**src/hw/rtl/gdnc_pkg.sv**
```systemverilog
package gdnc_pkg;

   // field widths
   localparam int YEAR_W  = 14;
   localparam int MONTH_W = 4;
   localparam int DAY_W   = 5;
   localparam int JDN_W   = 23;
   localparam int LEN_W   = 5;

   // opcodes
   localparam logic OP_DATE_TO_JDN = 1'b0;
   localparam logic OP_JDN_TO_DATE = 1'b1;

   // supported ranges
   localparam logic [YEAR_W-1:0]  YEAR_MAX  = 14'd9999;
   localparam logic [MONTH_W-1:0] MONTH_MAX = 4'd12;
   localparam logic [JDN_W-1:0]   JDN_MIN   = 23'd1721426;
   localparam logic [JDN_W-1:0]   JDN_MAX   = 23'd5373484;

   // one result word
   typedef struct packed {
      logic [JDN_W-1:0]   day_number;
      logic [YEAR_W-1:0]  year;
      logic [MONTH_W-1:0] month;
      logic [DAY_W-1:0]   day;
      logic               leap;
      logic [LEN_W-1:0]   month_length;
      logic               out_of_range;
   } rsp_word_type;

   // (367 * mm) / 12 with mm the month counted from March (Jan = 11, Feb = 12)
   function automatic logic [8:0] month_term(input logic [MONTH_W-1:0] month);
      logic [8:0] term;
      case (month)
         4'd1:    term = 9'd336;
         4'd2:    term = 9'd367;
         4'd3:    term = 9'd30;
         4'd4:    term = 9'd61;
         4'd5:    term = 9'd91;
         4'd6:    term = 9'd122;
         4'd7:    term = 9'd152;
         4'd8:    term = 9'd183;
         4'd9:    term = 9'd214;
         4'd10:   term = 9'd244;
         4'd11:   term = 9'd275;
         4'd12:   term = 9'd305;
         default: term = 9'd0;
      endcase
      return term;
   endfunction

   // (2447 * j) / 80
   function automatic logic [8:0] j_term(input logic [3:0] j);
      logic [8:0] term;
      case (j)
         4'd0:    term = 9'd0;
         4'd1:    term = 9'd30;
         4'd2:    term = 9'd61;
         4'd3:    term = 9'd91;
         4'd4:    term = 9'd122;
         4'd5:    term = 9'd152;
         4'd6:    term = 9'd183;
         4'd7:    term = 9'd214;
         4'd8:    term = 9'd244;
         4'd9:    term = 9'd275;
         4'd10:   term = 9'd305;
         4'd11:   term = 9'd336;
         4'd12:   term = 9'd367;
         4'd13:   term = 9'd397;
         4'd14:   term = 9'd428;
         default: term = 9'd458;
      endcase
      return term;
   endfunction

   // days in a month
   function automatic logic [LEN_W-1:0] month_days(input logic [MONTH_W-1:0] month,
                                                   input logic leap);
      logic [LEN_W-1:0] days;
      case (month)
         4'd2:                      days = leap ? 5'd29 : 5'd28;
         4'd4, 4'd6, 4'd9, 4'd11:   days = 5'd30;
         default:                   days = 5'd31;
      endcase
      return days;
   endfunction

endpackage

```
**src/hw/rtl/gregorian_day_number_convert_unit.sv**
```systemverilog
// Gregorian date / Julian Day Number converter. Opcode 0 takes year, month and day and
// returns the day number; opcode 1 takes a day number and returns year, month and day.
// Every result carries the day number, the (normalised) date, the leap-year flag and the
// month length; an input outside the supported range returns a word with only
// out_of_range set. The converter is a 17-stage pipeline of constant multiplies, with
// the divides for n, i and j done as a reciprocal multiply and one correcting compare and
// the divides by 100 as a reciprocal multiply alone, followed by an output register: it
// takes one word per clock while req_stall is low. A two-word output buffer (output
// register plus skid) lets the pipeline take one more word after the result side stalls;
// req_stall is raised only once the skid register holds a word.
module gregorian_day_number_convert_unit (
   input  logic                          clock,
   input  logic                          reset,
   input  logic                          req_valid,
   output logic                          req_stall,
   input  logic                          req_opcode,
   input  logic [gdnc_pkg::YEAR_W-1:0]   req_in_year,
   input  logic [gdnc_pkg::MONTH_W-1:0]  req_in_month,
   input  logic [gdnc_pkg::DAY_W-1:0]    req_in_day,
   input  logic [gdnc_pkg::JDN_W-1:0]    req_in_day_number,
   output logic                          rsp_valid,
   input  logic                          rsp_stall,
   output logic [gdnc_pkg::JDN_W-1:0]    rsp_result_day_number,
   output logic [gdnc_pkg::YEAR_W-1:0]   rsp_result_year,
   output logic [gdnc_pkg::MONTH_W-1:0]  rsp_result_month,
   output logic [gdnc_pkg::DAY_W-1:0]    rsp_result_day,
   output logic                          rsp_leap_year_flag,
   output logic [gdnc_pkg::LEN_W-1:0]    rsp_month_length,
   output logic                          rsp_out_of_range
);
   import gdnc_pkg::*;

   localparam int STAGES = 17;

   // handshake
   logic              advance;
   logic              req_accept;
   logic              take;
   logic              leave;
   logic [STAGES-1:0] stage_valid_ff;

   // stage registers and next values
   logic              s1_op_ff,  s1_op_in;
   logic              s1_bad_ff, s1_bad_in;
   logic [13:0]       s1_ya_ff,  s1_ya_in;
   logic [13:0]       s1_yb_ff,  s1_yb_in;
   logic [9:0]        s1_k1_ff,  s1_k1_in;
   logic [JDN_W-1:0]  s1_jdi_ff, s1_jdi_in;

   logic              s2_op_ff,  s2_op_in;
   logic              s2_bad_ff, s2_bad_in;
   logic [24:0]       s2_p1_ff,  s2_p1_in;
   logic [26:0]       s2_cm_ff,  s2_cm_in;
   logic [9:0]        s2_k1_ff,  s2_k1_in;
   logic [JDN_W-1:0]  s2_jdi_ff, s2_jdi_in;

   logic              s3_bad_ff, s3_bad_in;
   logic [JDN_W-1:0]  s3_jd_ff,  s3_jd_in;

   logic              s4_bad_ff, s4_bad_in;
   logic [JDN_W-1:0]  s4_jd_ff,  s4_jd_in;
   logic [22:0]       s4_l_ff,   s4_l_in;

   logic              s5_bad_ff, s5_bad_in;
   logic [JDN_W-1:0]  s5_jd_ff,  s5_jd_in;
   logic [22:0]       s5_l_ff,   s5_l_in;
   logic [32:0]       s5_mq_ff,  s5_mq_in;

   logic              s6_bad_ff, s6_bad_in;
   logic [JDN_W-1:0]  s6_jd_ff,  s6_jd_in;
   logic [22:0]       s6_l_ff,   s6_l_in;
   logic [7:0]        s6_q_ff,   s6_q_in;
   logic [25:0]       s6_pr_ff,  s6_pr_in;

   logic              s7_bad_ff, s7_bad_in;
   logic [JDN_W-1:0]  s7_jd_ff,  s7_jd_in;
   logic [22:0]       s7_l_ff,   s7_l_in;
   logic [7:0]        s7_n_ff,   s7_n_in;
   logic [25:0]       s7_pn_ff,  s7_pn_in;

   logic              s8_bad_ff, s8_bad_in;
   logic [JDN_W-1:0]  s8_jd_ff,  s8_jd_in;
   logic [7:0]        s8_n_ff,   s8_n_in;
   logic [15:0]       s8_l2_ff,  s8_l2_in;

   logic              s9_bad_ff, s9_bad_in;
   logic [JDN_W-1:0]  s9_jd_ff,  s9_jd_in;
   logic [7:0]        s9_n_ff,   s9_n_in;
   logic [15:0]       s9_l2_ff,  s9_l2_in;
   logic [35:0]       s9_mi_ff,  s9_mi_in;
   logic [27:0]       s9_x2_ff,  s9_x2_in;

   logic              s10_bad_ff, s10_bad_in;
   logic [JDN_W-1:0]  s10_jd_ff,  s10_jd_in;
   logic [7:0]        s10_n_ff,   s10_n_in;
   logic [15:0]       s10_l2_ff,  s10_l2_in;
   logic [27:0]       s10_x2_ff,  s10_x2_in;
   logic [7:0]        s10_i_ff,   s10_i_in;
   logic [28:0]       s10_pi_ff,  s10_pi_in;

   logic              s11_bad_ff, s11_bad_in;
   logic [JDN_W-1:0]  s11_jd_ff,  s11_jd_in;
   logic [7:0]        s11_n_ff,   s11_n_in;
   logic [15:0]       s11_l2_ff,  s11_l2_in;
   logic [7:0]        s11_i_ff,   s11_i_in;

   logic              s12_bad_ff, s12_bad_in;
   logic [JDN_W-1:0]  s12_jd_ff,  s12_jd_in;
   logic [9:0]        s12_l3_ff,  s12_l3_in;
   logic [13:0]       s12_yc_ff,  s12_yc_in;

   logic              s13_bad_ff, s13_bad_in;
   logic [JDN_W-1:0]  s13_jd_ff,  s13_jd_in;
   logic [9:0]        s13_l3_ff,  s13_l3_in;
   logic [13:0]       s13_yc_ff,  s13_yc_in;
   logic [18:0]       s13_mj_ff,  s13_mj_in;
   logic [14:0]       s13_x3_ff,  s13_x3_in;

   logic              s14_bad_ff, s14_bad_in;
   logic [JDN_W-1:0]  s14_jd_ff,  s14_jd_in;
   logic [9:0]        s14_l3_ff,  s14_l3_in;
   logic [13:0]       s14_yc_ff,  s14_yc_in;
   logic [14:0]       s14_x3_ff,  s14_x3_in;
   logic [3:0]        s14_j_ff,   s14_j_in;
   logic [15:0]       s14_pj_ff,  s14_pj_in;

   logic              s15_bad_ff, s15_bad_in;
   logic [JDN_W-1:0]  s15_jd_ff,  s15_jd_in;
   logic [9:0]        s15_l3_ff,  s15_l3_in;
   logic [13:0]       s15_yc_ff,  s15_yc_in;
   logic [3:0]        s15_j_ff,   s15_j_in;

   logic              s16_bad_ff, s16_bad_in;
   logic [JDN_W-1:0]  s16_jd_ff,  s16_jd_in;
   logic [YEAR_W-1:0] s16_y_ff,   s16_y_in;
   logic [MONTH_W-1:0] s16_m_ff,  s16_m_in;
   logic [DAY_W-1:0]  s16_d_ff,   s16_d_in;

   logic              s17_bad_ff, s17_bad_in;
   logic [JDN_W-1:0]  s17_jd_ff,  s17_jd_in;
   logic [YEAR_W-1:0] s17_y_ff,   s17_y_in;
   logic [MONTH_W-1:0] s17_m_ff,  s17_m_in;
   logic [DAY_W-1:0]  s17_d_ff,   s17_d_in;
   logic [26:0]       s17_ym_ff,  s17_ym_in;

   // output register and skid
   rsp_word_type      out_word_ff,  out_word_in;
   rsp_word_type      skid_word_ff, skid_word_in;
   logic              out_valid_ff, out_valid_in;
   logic              skid_valid_ff, skid_valid_in;
   rsp_word_type      new_word;

   // combinational temporaries
   logic              s1_borrow;
   logic [7:0]        s3_cen;
   logic [9:0]        s3_t3w;
   logic [23:0]       s3_sum;
   logic [25:0]       s7_rem;
   logic              s7_cor;
   logic [25:0]       s8_pn3;
   logic [23:0]       s8_l2w;
   logic [16:0]       s9_a;
   logic [28:0]       s11_rem;
   logic              s11_cor;
   logic [17:0]       s12_pi4;
   logic [15:0]       s12_l3w;
   logic [15:0]       s15_rem;
   logic              s15_cor;
   logic              s16_l4;
   logic [9:0]        s16_dw;
   logic [7:0]        fin_cen;
   logic [13:0]       fin_rem;
   logic              fin_leap;

   // pipeline moves whenever the skid register is free
   assign advance    = !skid_valid_ff;
   assign req_stall  = skid_valid_ff;
   assign req_accept = req_valid && advance;
   assign take       = out_valid_ff && !rsp_stall;
   assign leave      = stage_valid_ff[STAGES-1] && advance;

   // stage 1: range check, year offsets, month term
   always_comb begin
      s1_borrow = (req_in_month <= 4'd2);
      s1_op_in  = req_opcode;
      if (req_opcode == OP_JDN_TO_DATE) begin
         s1_bad_in = (req_in_day_number < JDN_MIN) || (req_in_day_number > JDN_MAX);
      end else begin
         s1_bad_in = (req_in_year == 14'd0) || (req_in_year > YEAR_MAX) ||
                     (req_in_month == 4'd0) || (req_in_month > MONTH_MAX) ||
                     (req_in_day == 5'd0);
      end
      s1_ya_in  = req_in_year + 14'd4800 - {13'd0, s1_borrow};
      s1_yb_in  = req_in_year + 14'd4900 - {13'd0, s1_borrow};
      s1_k1_in  = {1'b0, month_term(req_in_month)} + {5'd0, req_in_day};
      s1_jdi_in = req_in_day_number;
   end

   // stage 2: 1461 * year, year / 100 by reciprocal
   always_comb begin
      s2_op_in  = s1_op_ff;
      s2_bad_in = s1_bad_ff;
      s2_p1_in  = {11'd0, s1_ya_ff} * 25'd1461;
      s2_cm_in  = {13'd0, s1_yb_ff} * 27'd5243;
      s2_k1_in  = s1_k1_ff;
      s2_jdi_in = s1_jdi_ff;
   end

   // stage 3: sum of the date terms, opcode select
   always_comb begin
      s3_cen    = s2_cm_ff[26:19];
      s3_t3w    = {2'b00, s3_cen} + {1'b0, s3_cen, 1'b0};
      s3_sum    = {1'b0, s2_p1_ff[24:2]} + {14'd0, s2_k1_ff} - {16'd0, s3_t3w[9:2]}
                  - 24'd32075;
      s3_bad_in = s2_bad_ff;
      s3_jd_in  = (s2_op_ff == OP_JDN_TO_DATE) ? s2_jdi_ff : s3_sum[22:0];
   end

   // stages 4 to 7: n = 4l / 146097
   always_comb begin
      s4_bad_in = s3_bad_ff;
      s4_jd_in  = s3_jd_ff;
      s4_l_in   = s3_jd_ff + 23'd68569;

      s5_bad_in = s4_bad_ff;
      s5_jd_in  = s4_jd_ff;
      s5_l_in   = s4_l_ff;
      s5_mq_in  = {10'd0, s4_l_ff} * 33'd916;

      s6_bad_in = s5_bad_ff;
      s6_jd_in  = s5_jd_ff;
      s6_l_in   = s5_l_ff;
      s6_q_in   = s5_mq_ff[32:25];
      s6_pr_in  = {18'd0, s5_mq_ff[32:25]} * 26'd146097;

      s7_rem    = {1'b0, s6_l_ff, 2'b00} - s6_pr_ff;
      s7_cor    = (s7_rem >= 26'd146097);
      s7_bad_in = s6_bad_ff;
      s7_jd_in  = s6_jd_ff;
      s7_l_in   = s6_l_ff;
      s7_n_in   = s6_q_ff + {7'd0, s7_cor};
      s7_pn_in  = s7_cor ? (s6_pr_ff + 26'd146097) : s6_pr_ff;
   end

   // stages 8 to 11: day within the 400-year cycle, i = 4000 (l + 1) / 1461001
   always_comb begin
      s8_pn3    = s7_pn_ff + 26'd3;
      s8_l2w    = {1'b0, s7_l_ff} - s8_pn3[25:2];
      s8_bad_in = s7_bad_ff;
      s8_jd_in  = s7_jd_ff;
      s8_n_in   = s7_n_ff;
      s8_l2_in  = s8_l2w[15:0];

      s9_a      = {1'b0, s8_l2_ff} + 17'd1;
      s9_bad_in = s8_bad_ff;
      s9_jd_in  = s8_jd_ff;
      s9_n_in   = s8_n_ff;
      s9_l2_in  = s8_l2_ff;
      s9_mi_in  = {19'd0, s9_a} * 36'd732000;
      s9_x2_in  = {11'd0, s9_a} * 28'd4000;

      s10_bad_in = s9_bad_ff;
      s10_jd_in  = s9_jd_ff;
      s10_n_in   = s9_n_ff;
      s10_l2_in  = s9_l2_ff;
      s10_x2_in  = s9_x2_ff;
      s10_i_in   = s9_mi_ff[35:28];
      s10_pi_in  = {21'd0, s9_mi_ff[35:28]} * 29'd1461001;

      s11_rem    = {1'b0, s10_x2_ff} - s10_pi_ff;
      s11_cor    = (s11_rem >= 29'd1461001);
      s11_bad_in = s10_bad_ff;
      s11_jd_in  = s10_jd_ff;
      s11_n_in   = s10_n_ff;
      s11_l2_in  = s10_l2_ff;
      s11_i_in   = s10_i_ff + {7'd0, s11_cor};
   end

   // stages 12 to 15: day of year, j = 80 l / 2447
   always_comb begin
      s12_pi4    = {10'd0, s11_i_ff} * 18'd1461;
      s12_l3w    = s11_l2_ff - s12_pi4[17:2] + 16'd31;
      s12_bad_in = s11_bad_ff;
      s12_jd_in  = s11_jd_ff;
      s12_l3_in  = s12_l3w[9:0];
      s12_yc_in  = ({6'd0, s11_n_ff} - 14'd49) * 14'd100 + {6'd0, s11_i_ff};

      s13_bad_in = s12_bad_ff;
      s13_jd_in  = s12_jd_ff;
      s13_l3_in  = s12_l3_ff;
      s13_yc_in  = s12_yc_ff;
      s13_mj_in  = {9'd0, s12_l3_ff} * 19'd1040;
      s13_x3_in  = {5'd0, s12_l3_ff} * 15'd80;

      s14_bad_in = s13_bad_ff;
      s14_jd_in  = s13_jd_ff;
      s14_l3_in  = s13_l3_ff;
      s14_yc_in  = s13_yc_ff;
      s14_x3_in  = s13_x3_ff;
      s14_j_in   = s13_mj_ff[18:15];
      s14_pj_in  = {12'd0, s13_mj_ff[18:15]} * 16'd2447;

      s15_rem    = {1'b0, s14_x3_ff} - s14_pj_ff;
      s15_cor    = (s15_rem >= 16'd2447);
      s15_bad_in = s14_bad_ff;
      s15_jd_in  = s14_jd_ff;
      s15_l3_in  = s14_l3_ff;
      s15_yc_in  = s14_yc_ff;
      s15_j_in   = s14_j_ff + {3'd0, s15_cor};
   end

   // stage 16: year, month and day; stage 17: year / 100 for the leap rule
   always_comb begin
      s16_l4     = (s15_j_ff >= 4'd11);
      s16_dw     = s15_l3_ff - {1'b0, j_term(s15_j_ff)};
      s16_bad_in = s15_bad_ff;
      s16_jd_in  = s15_jd_ff;
      s16_d_in   = s16_dw[4:0];
      s16_m_in   = s16_l4 ? (s15_j_ff - 4'd10) : (s15_j_ff + 4'd2);
      s16_y_in   = s15_yc_ff + {13'd0, s16_l4};

      s17_bad_in = s16_bad_ff;
      s17_jd_in  = s16_jd_ff;
      s17_y_in   = s16_y_ff;
      s17_m_in   = s16_m_ff;
      s17_d_in   = s16_d_ff;
      s17_ym_in  = {13'd0, s16_y_ff} * 27'd5243;
   end

   // leap flag, month length and result word
   always_comb begin
      fin_cen  = s17_ym_ff[26:19];
      fin_rem  = s17_y_ff - ({6'd0, fin_cen} * 14'd100);
      fin_leap = (s17_y_ff[1:0] == 2'b00) && ((fin_rem != 14'd0) || (fin_cen[1:0] == 2'b00));
      new_word = '0;
      if (s17_bad_ff) begin
         new_word.out_of_range = 1'b1;
      end else begin
         new_word.day_number   = s17_jd_ff;
         new_word.year         = s17_y_ff;
         new_word.month        = s17_m_ff;
         new_word.day          = s17_d_ff;
         new_word.leap         = fin_leap;
         new_word.month_length = month_days(s17_m_ff, fin_leap);
      end
   end

   // output register and skid steering
   always_comb begin
      out_valid_in  = out_valid_ff;
      out_word_in   = out_word_ff;
      skid_valid_in = skid_valid_ff;
      skid_word_in  = skid_word_ff;
      if (skid_valid_ff) begin
         if (take) begin
            out_word_in   = skid_word_ff;
            skid_valid_in = 1'b0;
         end
      end else if (!out_valid_ff || take) begin
         out_valid_in = leave;
         if (leave) begin
            out_word_in = new_word;
         end
      end else if (leave) begin
         skid_valid_in = 1'b1;
         skid_word_in  = new_word;
      end
   end

   // control registers
   always_ff @(posedge clock) begin
      if (reset) begin
         stage_valid_ff <= '0;
         out_valid_ff   <= 1'b0;
         skid_valid_ff  <= 1'b0;
      end else begin
         if (advance) begin
            stage_valid_ff <= {stage_valid_ff[STAGES-2:0], req_accept};
         end
         out_valid_ff  <= out_valid_in;
         skid_valid_ff <= skid_valid_in;
      end
   end

   // output payload
   always_ff @(posedge clock) begin
      out_word_ff  <= out_word_in;
      skid_word_ff <= skid_word_in;
   end

   // pipeline payload
   always_ff @(posedge clock) begin
      if (advance) begin
         s1_op_ff   <= s1_op_in;   s1_bad_ff  <= s1_bad_in;  s1_ya_ff   <= s1_ya_in;
         s1_yb_ff   <= s1_yb_in;   s1_k1_ff   <= s1_k1_in;   s1_jdi_ff  <= s1_jdi_in;

         s2_op_ff   <= s2_op_in;   s2_bad_ff  <= s2_bad_in;  s2_p1_ff   <= s2_p1_in;
         s2_cm_ff   <= s2_cm_in;   s2_k1_ff   <= s2_k1_in;   s2_jdi_ff  <= s2_jdi_in;

         s3_bad_ff  <= s3_bad_in;  s3_jd_ff   <= s3_jd_in;

         s4_bad_ff  <= s4_bad_in;  s4_jd_ff   <= s4_jd_in;   s4_l_ff    <= s4_l_in;

         s5_bad_ff  <= s5_bad_in;  s5_jd_ff   <= s5_jd_in;   s5_l_ff    <= s5_l_in;
         s5_mq_ff   <= s5_mq_in;

         s6_bad_ff  <= s6_bad_in;  s6_jd_ff   <= s6_jd_in;   s6_l_ff    <= s6_l_in;
         s6_q_ff    <= s6_q_in;    s6_pr_ff   <= s6_pr_in;

         s7_bad_ff  <= s7_bad_in;  s7_jd_ff   <= s7_jd_in;   s7_l_ff    <= s7_l_in;
         s7_n_ff    <= s7_n_in;    s7_pn_ff   <= s7_pn_in;

         s8_bad_ff  <= s8_bad_in;  s8_jd_ff   <= s8_jd_in;   s8_n_ff    <= s8_n_in;
         s8_l2_ff   <= s8_l2_in;

         s9_bad_ff  <= s9_bad_in;  s9_jd_ff   <= s9_jd_in;   s9_n_ff    <= s9_n_in;
         s9_l2_ff   <= s9_l2_in;   s9_mi_ff   <= s9_mi_in;   s9_x2_ff   <= s9_x2_in;

         s10_bad_ff <= s10_bad_in; s10_jd_ff  <= s10_jd_in;  s10_n_ff   <= s10_n_in;
         s10_l2_ff  <= s10_l2_in;  s10_x2_ff  <= s10_x2_in;  s10_i_ff   <= s10_i_in;
         s10_pi_ff  <= s10_pi_in;

         s11_bad_ff <= s11_bad_in; s11_jd_ff  <= s11_jd_in;  s11_n_ff   <= s11_n_in;
         s11_l2_ff  <= s11_l2_in;  s11_i_ff   <= s11_i_in;

         s12_bad_ff <= s12_bad_in; s12_jd_ff  <= s12_jd_in;  s12_l3_ff  <= s12_l3_in;
         s12_yc_ff  <= s12_yc_in;

         s13_bad_ff <= s13_bad_in; s13_jd_ff  <= s13_jd_in;  s13_l3_ff  <= s13_l3_in;
         s13_yc_ff  <= s13_yc_in;  s13_mj_ff  <= s13_mj_in;  s13_x3_ff  <= s13_x3_in;

         s14_bad_ff <= s14_bad_in; s14_jd_ff  <= s14_jd_in;  s14_l3_ff  <= s14_l3_in;
         s14_yc_ff  <= s14_yc_in;  s14_x3_ff  <= s14_x3_in;  s14_j_ff   <= s14_j_in;
         s14_pj_ff  <= s14_pj_in;

         s15_bad_ff <= s15_bad_in; s15_jd_ff  <= s15_jd_in;  s15_l3_ff  <= s15_l3_in;
         s15_yc_ff  <= s15_yc_in;  s15_j_ff   <= s15_j_in;

         s16_bad_ff <= s16_bad_in; s16_jd_ff  <= s16_jd_in;  s16_y_ff   <= s16_y_in;
         s16_m_ff   <= s16_m_in;   s16_d_ff   <= s16_d_in;

         s17_bad_ff <= s17_bad_in; s17_jd_ff  <= s17_jd_in;  s17_y_ff   <= s17_y_in;
         s17_m_ff   <= s17_m_in;   s17_d_ff   <= s17_d_in;   s17_ym_ff  <= s17_ym_in;
      end
   end

   // result ports
   assign rsp_valid             = out_valid_ff;
   assign rsp_result_day_number = out_word_ff.day_number;
   assign rsp_result_year       = out_word_ff.year;
   assign rsp_result_month      = out_word_ff.month;
   assign rsp_result_day        = out_word_ff.day;
   assign rsp_leap_year_flag    = out_word_ff.leap;
   assign rsp_month_length      = out_word_ff.month_length;
   assign rsp_out_of_range      = out_word_ff.out_of_range;

endmodule

```
**config.mk**
```make
export PLATFORM = sky130hd
export DESIGN_NAME = gregorian_day_number_convert_unit
export DESIGN_NICKNAME = d
export VERILOG_FILES = /design/src/hw/rtl/gdnc_pkg.sv /design/src/hw/rtl/gregorian_day_number_convert_unit.sv
export SDC_FILE = /design/constraint.sdc
export NUM_CORES = 2
export LEC_CHECK = 0
export ABC_AREA = 1
export BUFFER_PORTS_ARGS = -buffer_cell sky130_fd_sc_hd__buf_2
export CORE_MARGIN = 4
export CORE_UTILIZATION = 55
export DETAILED_ROUTE_END_ITERATION = 8
export HOLD_SLACK_MARGIN = 0.03
export PLACE_DENSITY = 0.76
export SETUP_SLACK_MARGIN = 0.1
export SYNTH_ARGS = -nofsm -noshare
export SYNTH_HDL_FRONTEND = slang
export SYNTH_SLANG_ARGS = --single-unit
```
**constraint.sdc**
```tcl
create_clock -name clock -period 63.1 [get_ports clock]
set_input_delay 6.31 -clock clock [delete_from_list [all_inputs] [get_ports clock]]
set_output_delay 6.31 -clock clock [all_outputs]
set_load 0.01 [all_outputs]
```
* Word level (Yosys, flattened, before mapping)
Memory sizes are Yosys's and may differ from the RTL's. A register that Yosys moved wholly into a read port is not among the register bits. Index checks and enable logic that the tools add are counted. Widths: inputs -> output; s select.
Operators by class: $lt $le $gt $ge 9, muxes and demuxes 17, $mul 14, bitwise logic cells 2, reductions and logical operators 26, eq/ne operators 6, $add $sub $neg 29
Operators with widths (count):
- $mux 53 | 4
- $mul 14x13->27 const B | 2
- $mux 52 | 1
- $mul 17x15->31 const B | 1
- $mul 23x8->31 const B | 1
- $ge 29x21->1 const B | 1
- $mul 8x21->29 const B | 1
- $sub 28x29->29 | 1
- $add 14x13->14 const B | 2
- $sub 14x1->14 | 2
- $ge 26x18->1 const B | 1
- $mul 8x18->26 const B | 1
- $sub 25x26->26 | 1
- $mul 14x11->25 const B | 1
- $add 23x10->23 | 1
- $add 23x17->23 const B | 1
- $gt 23x23->1 const B | 1
- $lt 23x21->1 const B | 1
- $mul 17x7->23 const B | 1
- $mux 23 | 1
- $sub 23x15->23 const B | 1
- $sub 23x8->23 | 1
- $add 18x18->18 const B | 1
- $add 18x2->18 const B | 1
- 48 further kinds | 73
Word-level totals: register bits 1226, ROM bits 288, word-level logic and storage cells 208, output and inout bits 55, memories 2, input port bits 51
Memory list:
- (no name shown) | depth 16, bits a word 9, read ports 1, clocked after memory_dff 1, wr ports 0, RTL line gdnc_pkg.sv:55 | case (j)
- (no name shown) | depth 16, bits a word 9, read ports 1, clocked after memory_dff 0, wr ports 0, RTL line gdnc_pkg.sv:34 | case (month)

* Logic depth before layout (Yosys ltp)
depth after elaboration 11, gate-level depth with buffers 37, depth with buffers taken out 37

* Worst setup path after synthesis
OpenSTA, ideal clock, no wires.
path kind reg-to-reg, start register skid_valid_ff (netlist: req_stall), end register s10_bad_ff, enable pin, buffers on the path 2, slack 33.828 ns, library setup time 1.734 ns, period minus slack after synthesis 29.272 ns, required time 61.366 ns, cell stages (with the launch flop) 4, arrival time 27.538 ns, cell sequence dfxtp_1 > inv_1 > clkbuf_1 > buf_1
RTL lines:
- start: declaration | RTL line gregorian_day_number_convert_unit.sv:150 | logic skid_valid_ff, skid_valid_in;
- start signal: assignment | RTL line gregorian_day_number_convert_unit.sv:381 | skid_valid_ff <= skid_valid_in;
- end signal: assignment | RTL line gregorian_day_number_convert_unit.sv:419 | s10_bad_ff <= s10_bad_in; s10_jd_ff <= s10_jd_in; s10_n_ff <= s10_n_in;
- end: declaration | RTL line gregorian_day_number_convert_unit.sv:93 | logic s10_bad_ff, s10_bad_in;
No word-level cell between the ends.

* Worst setup path in the final report
start input port req_in_month[0] (netlist bit), end register s1_ya_ff[12] (data pin)
Between the ends: word-level cells in the longest chain between the ends 2
RTL lines:
- start: declaration | RTL line gregorian_day_number_convert_unit.sv:18 | input logic [gdnc_pkg::MONTH_W-1:0] req_in_month,
- $le 4x2->1 | RTL line gregorian_day_number_convert_unit.sv:184 | s1_borrow = (req_in_month <= 4'd2);
- $sub 14x1->14 | RTL line gregorian_day_number_convert_unit.sv:193 | s1_ya_in = req_in_year + 14'd4800 - {13'd0, s1_borrow};
- named net s1_ya_in[12] | RTL line gregorian_day_number_convert_unit.sv:45 | logic [13:0] s1_ya_ff, s1_ya_in;
- end signal: assignment | RTL line gregorian_day_number_convert_unit.sv:394 | s1_op_ff <= s1_op_in; s1_bad_ff <= s1_bad_in; s1_ya_ff <= s1_ya_in;
- end: declaration | RTL line gregorian_day_number_convert_unit.sv:45
The timed path passes the listed nets, and every way through them passes these cells. A chain may end at the register's enable or synchronous reset.

==> results.json <==
{
  "clock_sinks": 1115,
  "detail_route.wl_per_cell_um": 16.92,
  "synthArstFlopShare_pct": 0,
  "synth_nets": 8411,
  "gp_congestion": 0.9303,
  "worst-path-max-fanout": 4,
  "root_buffer": "clkbuf_16",
  "final-setup-viol-count": 0,
  "grt_pass1_wl_um": 249600,
  "cts_setup_buffers": 0,
  "start_kind": "primary input",
  "row_count": 135,
  "synth_ff_type": "edfxtp_1",
  "cts_resized": 0,
  "clkTransAtPathRegs_ns": 0.07,
  "cts_tree": "done",
  "detailroute.via_count": 47800,
  "fmax_mhz": 119.0,
  "syn2layout_area_growth_pct": 8.988,
  "synth-edff-count": 1091,
  "coreArea_um2": 135600,
  "yosysSeqAreaShare_pct": 44.21,
  "maxSlewViolCount": 0,
  "clockBufferDepth": 3,
  "numCtsBuffers": 115,
  "clk_latency_ns": 0.77,
  "die_x_um": 377.7,
  "wl_um": 153000,
  "arrival_ns": 8.90,
  "dieHeight_um": 377.7,
  "synth_cell_types": 60,
  "critPathRequiredTime_ns": 63.60,
  "overflow": 0,
  "grt_use_total_pct": 21.83,
  "slew_headroom_pct": 30.78,
  "die_area_um2": 142700,
  "ant_nets": 0,
  "ios": 106,
  "first_global_vias": 48860,
  "first_pass_iters": 5,
  "route.detailed.drc": 0,
  "vias_per_cell": 5.288,
  "max_cap_violations": 0,
  "finalCritPeriodShare_pct": 13.32,
  "hpwl_um": 120100,
  "portBuffers": 105,
  "finClkSkew_ns": 0.08697,
  "grt_max_degree": 184,
  "netlist_area_um2": 75190,
  "regMostFlops": "skid_word_ff",
  "top_regs": "skid_word_ff x51, s10_pi_ff x26",
  "antenna_found_initial": 2,
  "cp-end-kind": "register",
  "finalCriticalPeriod_ns": 8.405,
  "start_util_pct": 55.43,
  "ys_ff_latch": 1115,
  "worstMarginPinSlew_ns": 1.038,
  "timing.setup.tns_ns": 0,
  "layout-drive-gt1-share_pct": 5.581,
  "crit_type": "primary input to register",
  "final_nets": 8618,
  "largest_register_ff_count": 51,
  "drtIter0Drc": 3052,
  "antenna_cells": 0,
  "cts_hold_buf": 0,
  "hold_viol": 0,
  "status": "completed",
  "ys_warn_count": 0,
  "netlist_instances": 6953,
  "synth.avg_cell_area_um2": 10.81,
  "hold_path.class": "register to register",
  "ctsHtreeMaxLevel": 3,
  "rsz0062_at_grt": "false"
}
==> per-layer routing <==
| metal | up-vias | global-route usage [%] | part of all wire, % |
|---|---|---|---|
| met5 | - | 0 | 0 |
| met4 | 0 | 6.032 | 2.9 |
| met3 | 269 | 2.712 | 3.9 |
| met2 | 996 | 37.99 | 49 |
| met1 | 23040 | 28.95 | 44 |
| li1 | 23490 | - | - |
==> cell usage after synthesis, types with 24 or more instances <==
| master | count | area share (%) |
|---|---|---|
| dfxtp_1 | 24 | 0.64 |
| nor3_1 | 51 | 0.34 |
| inv_1 | 1354 | 6.8 |
| nand4_1 | 81 | 0.67 |
| o21ai_0 | 216 | 1.4 |
| ha_1 | 943 | 16 |
| clkbuf_1 | 25 | 0.12 |
| xor2_1 | 271 | 3.2 |
| edfxtp_1 | 1091 | 44 |
| a21oi_1 | 338 | 2.2 |
| o21bai_1 | 31 | 0.31 |
| xnor2_1 | 107 | 1.2 |
| nand3_1 | 223 | 1.5 |
| nor2_1 | 377 | 1.9 |
| a31oi_1 | 30 | 0.25 |
| fa_1 | 464 | 12 |
| nand2_1 | 1082 | 5.4 |
==> placed cells by master, fill, tap and decap left out, types with 13 or more instances in the layout <==
cell	count
inv_6	16
a21boi_0	13
inv_1	1353
a31oi_1	30
ha_1	943
nor2_2	13
o21bai_1	31
edfxtp_1	1091
nand4_1	81
xor2_1	271
clkinv_2	23
nand2_1	1082
o31ai_1	14
nand3_1	223
nor4_1	15
dfxtp_1	23
o211ai_1	13
nand2_2	18
a21oi_1	337
buf_4	17
clkbuf_16	115
clkinv_1	14
a21o_1	19
buf_2	105
bufinv_16	13
nor3_1	51
xnor2_1	107
nor2_1	376
fa_1	464
nand3b_1	18
or2_2	18
o21ai_0	216
==> area by class of cell <==
type	instances	area, µm²
Clock buffer	124	2912
Fill cell	10780	53690
Sequential cell	1115	33240
Inverter	1363	5124
Multi-Input combinational cell	4442	36710
Timing Repair Buffer	123	673.1
Clock inverter	90	1061
Tap cell	1781	2228
==> worst max-delay path, cell delays in order <==
cell and delay [ns]:
buf_2 0.12, inv_1 0.08, ha_1 0.17, inv_1 0.06, a21oi_1 0.26, ha_1 0.22, inv_1 0.05, ha_1 0.20
a21oi_1 0.16, o21bai_1 0.11, a21oi_1 0.15, nor2_1 0.05, nor2_1 0.17, o21ai_0 0.19, a21boi_0 0.31, o21ai_0 0.14
xor2_1 0.15
==> worst paths after layout <==
path	start	to	slack (ns)	cells after the start
max reg2reg	s8_l2_ff[0]$_DFFE_PN_	s9_mi_ff[32]$_DFFE_PN_	55.47	34
max	req_in_month[0]	s1_ya_ff[12]$_DFFE_PN_	54.70	17
min	s13_yc_ff[4]$_DFFE_PN_	s14_yc_ff[4]$_DFFE_PN_	0.37	0
min reg2reg	s13_yc_ff[4]$_DFFE_PN_	s14_yc_ff[4]$_DFFE_PN_	0.37	0
==> logic make-up after synthesis <==
group | Yosys count | share of synthesized area, %
AND/OR/NAND/NOR | 1927 | 10.91
adder cells (fa/ha/maj) | 1407 | 28.05
buffers and inverters | 1396 | 6.996
flip-flops | 1115 | 44.21
AO/OA/AOI/OAI | 727 | 5.397
XOR/XNOR | 379 | 4.425
other | 1 | 0.004987
multiplexers | 1 | 0.01331
==> per-stage QoR <==
step	hold WS [ns]	utilization, %	setup slack (ns)	cells	cell area (µm²)
floorplan	0.4003	-	33.83	6953	75190
global placement	0.4002	57.49	53.90	8824	77970
detailed placement	0.4045	57.49	53.92	8824	77970
CTS	0.3685	60.42	54.78	9038	81950
global route	0.3857	60.42	54.49	9038	81950
finish	0.3747	60.42	54.70	9038	81950
Power is not shown: default switching activity piles up to over one toggle a cycle in this logic, so the estimate is an artifact.
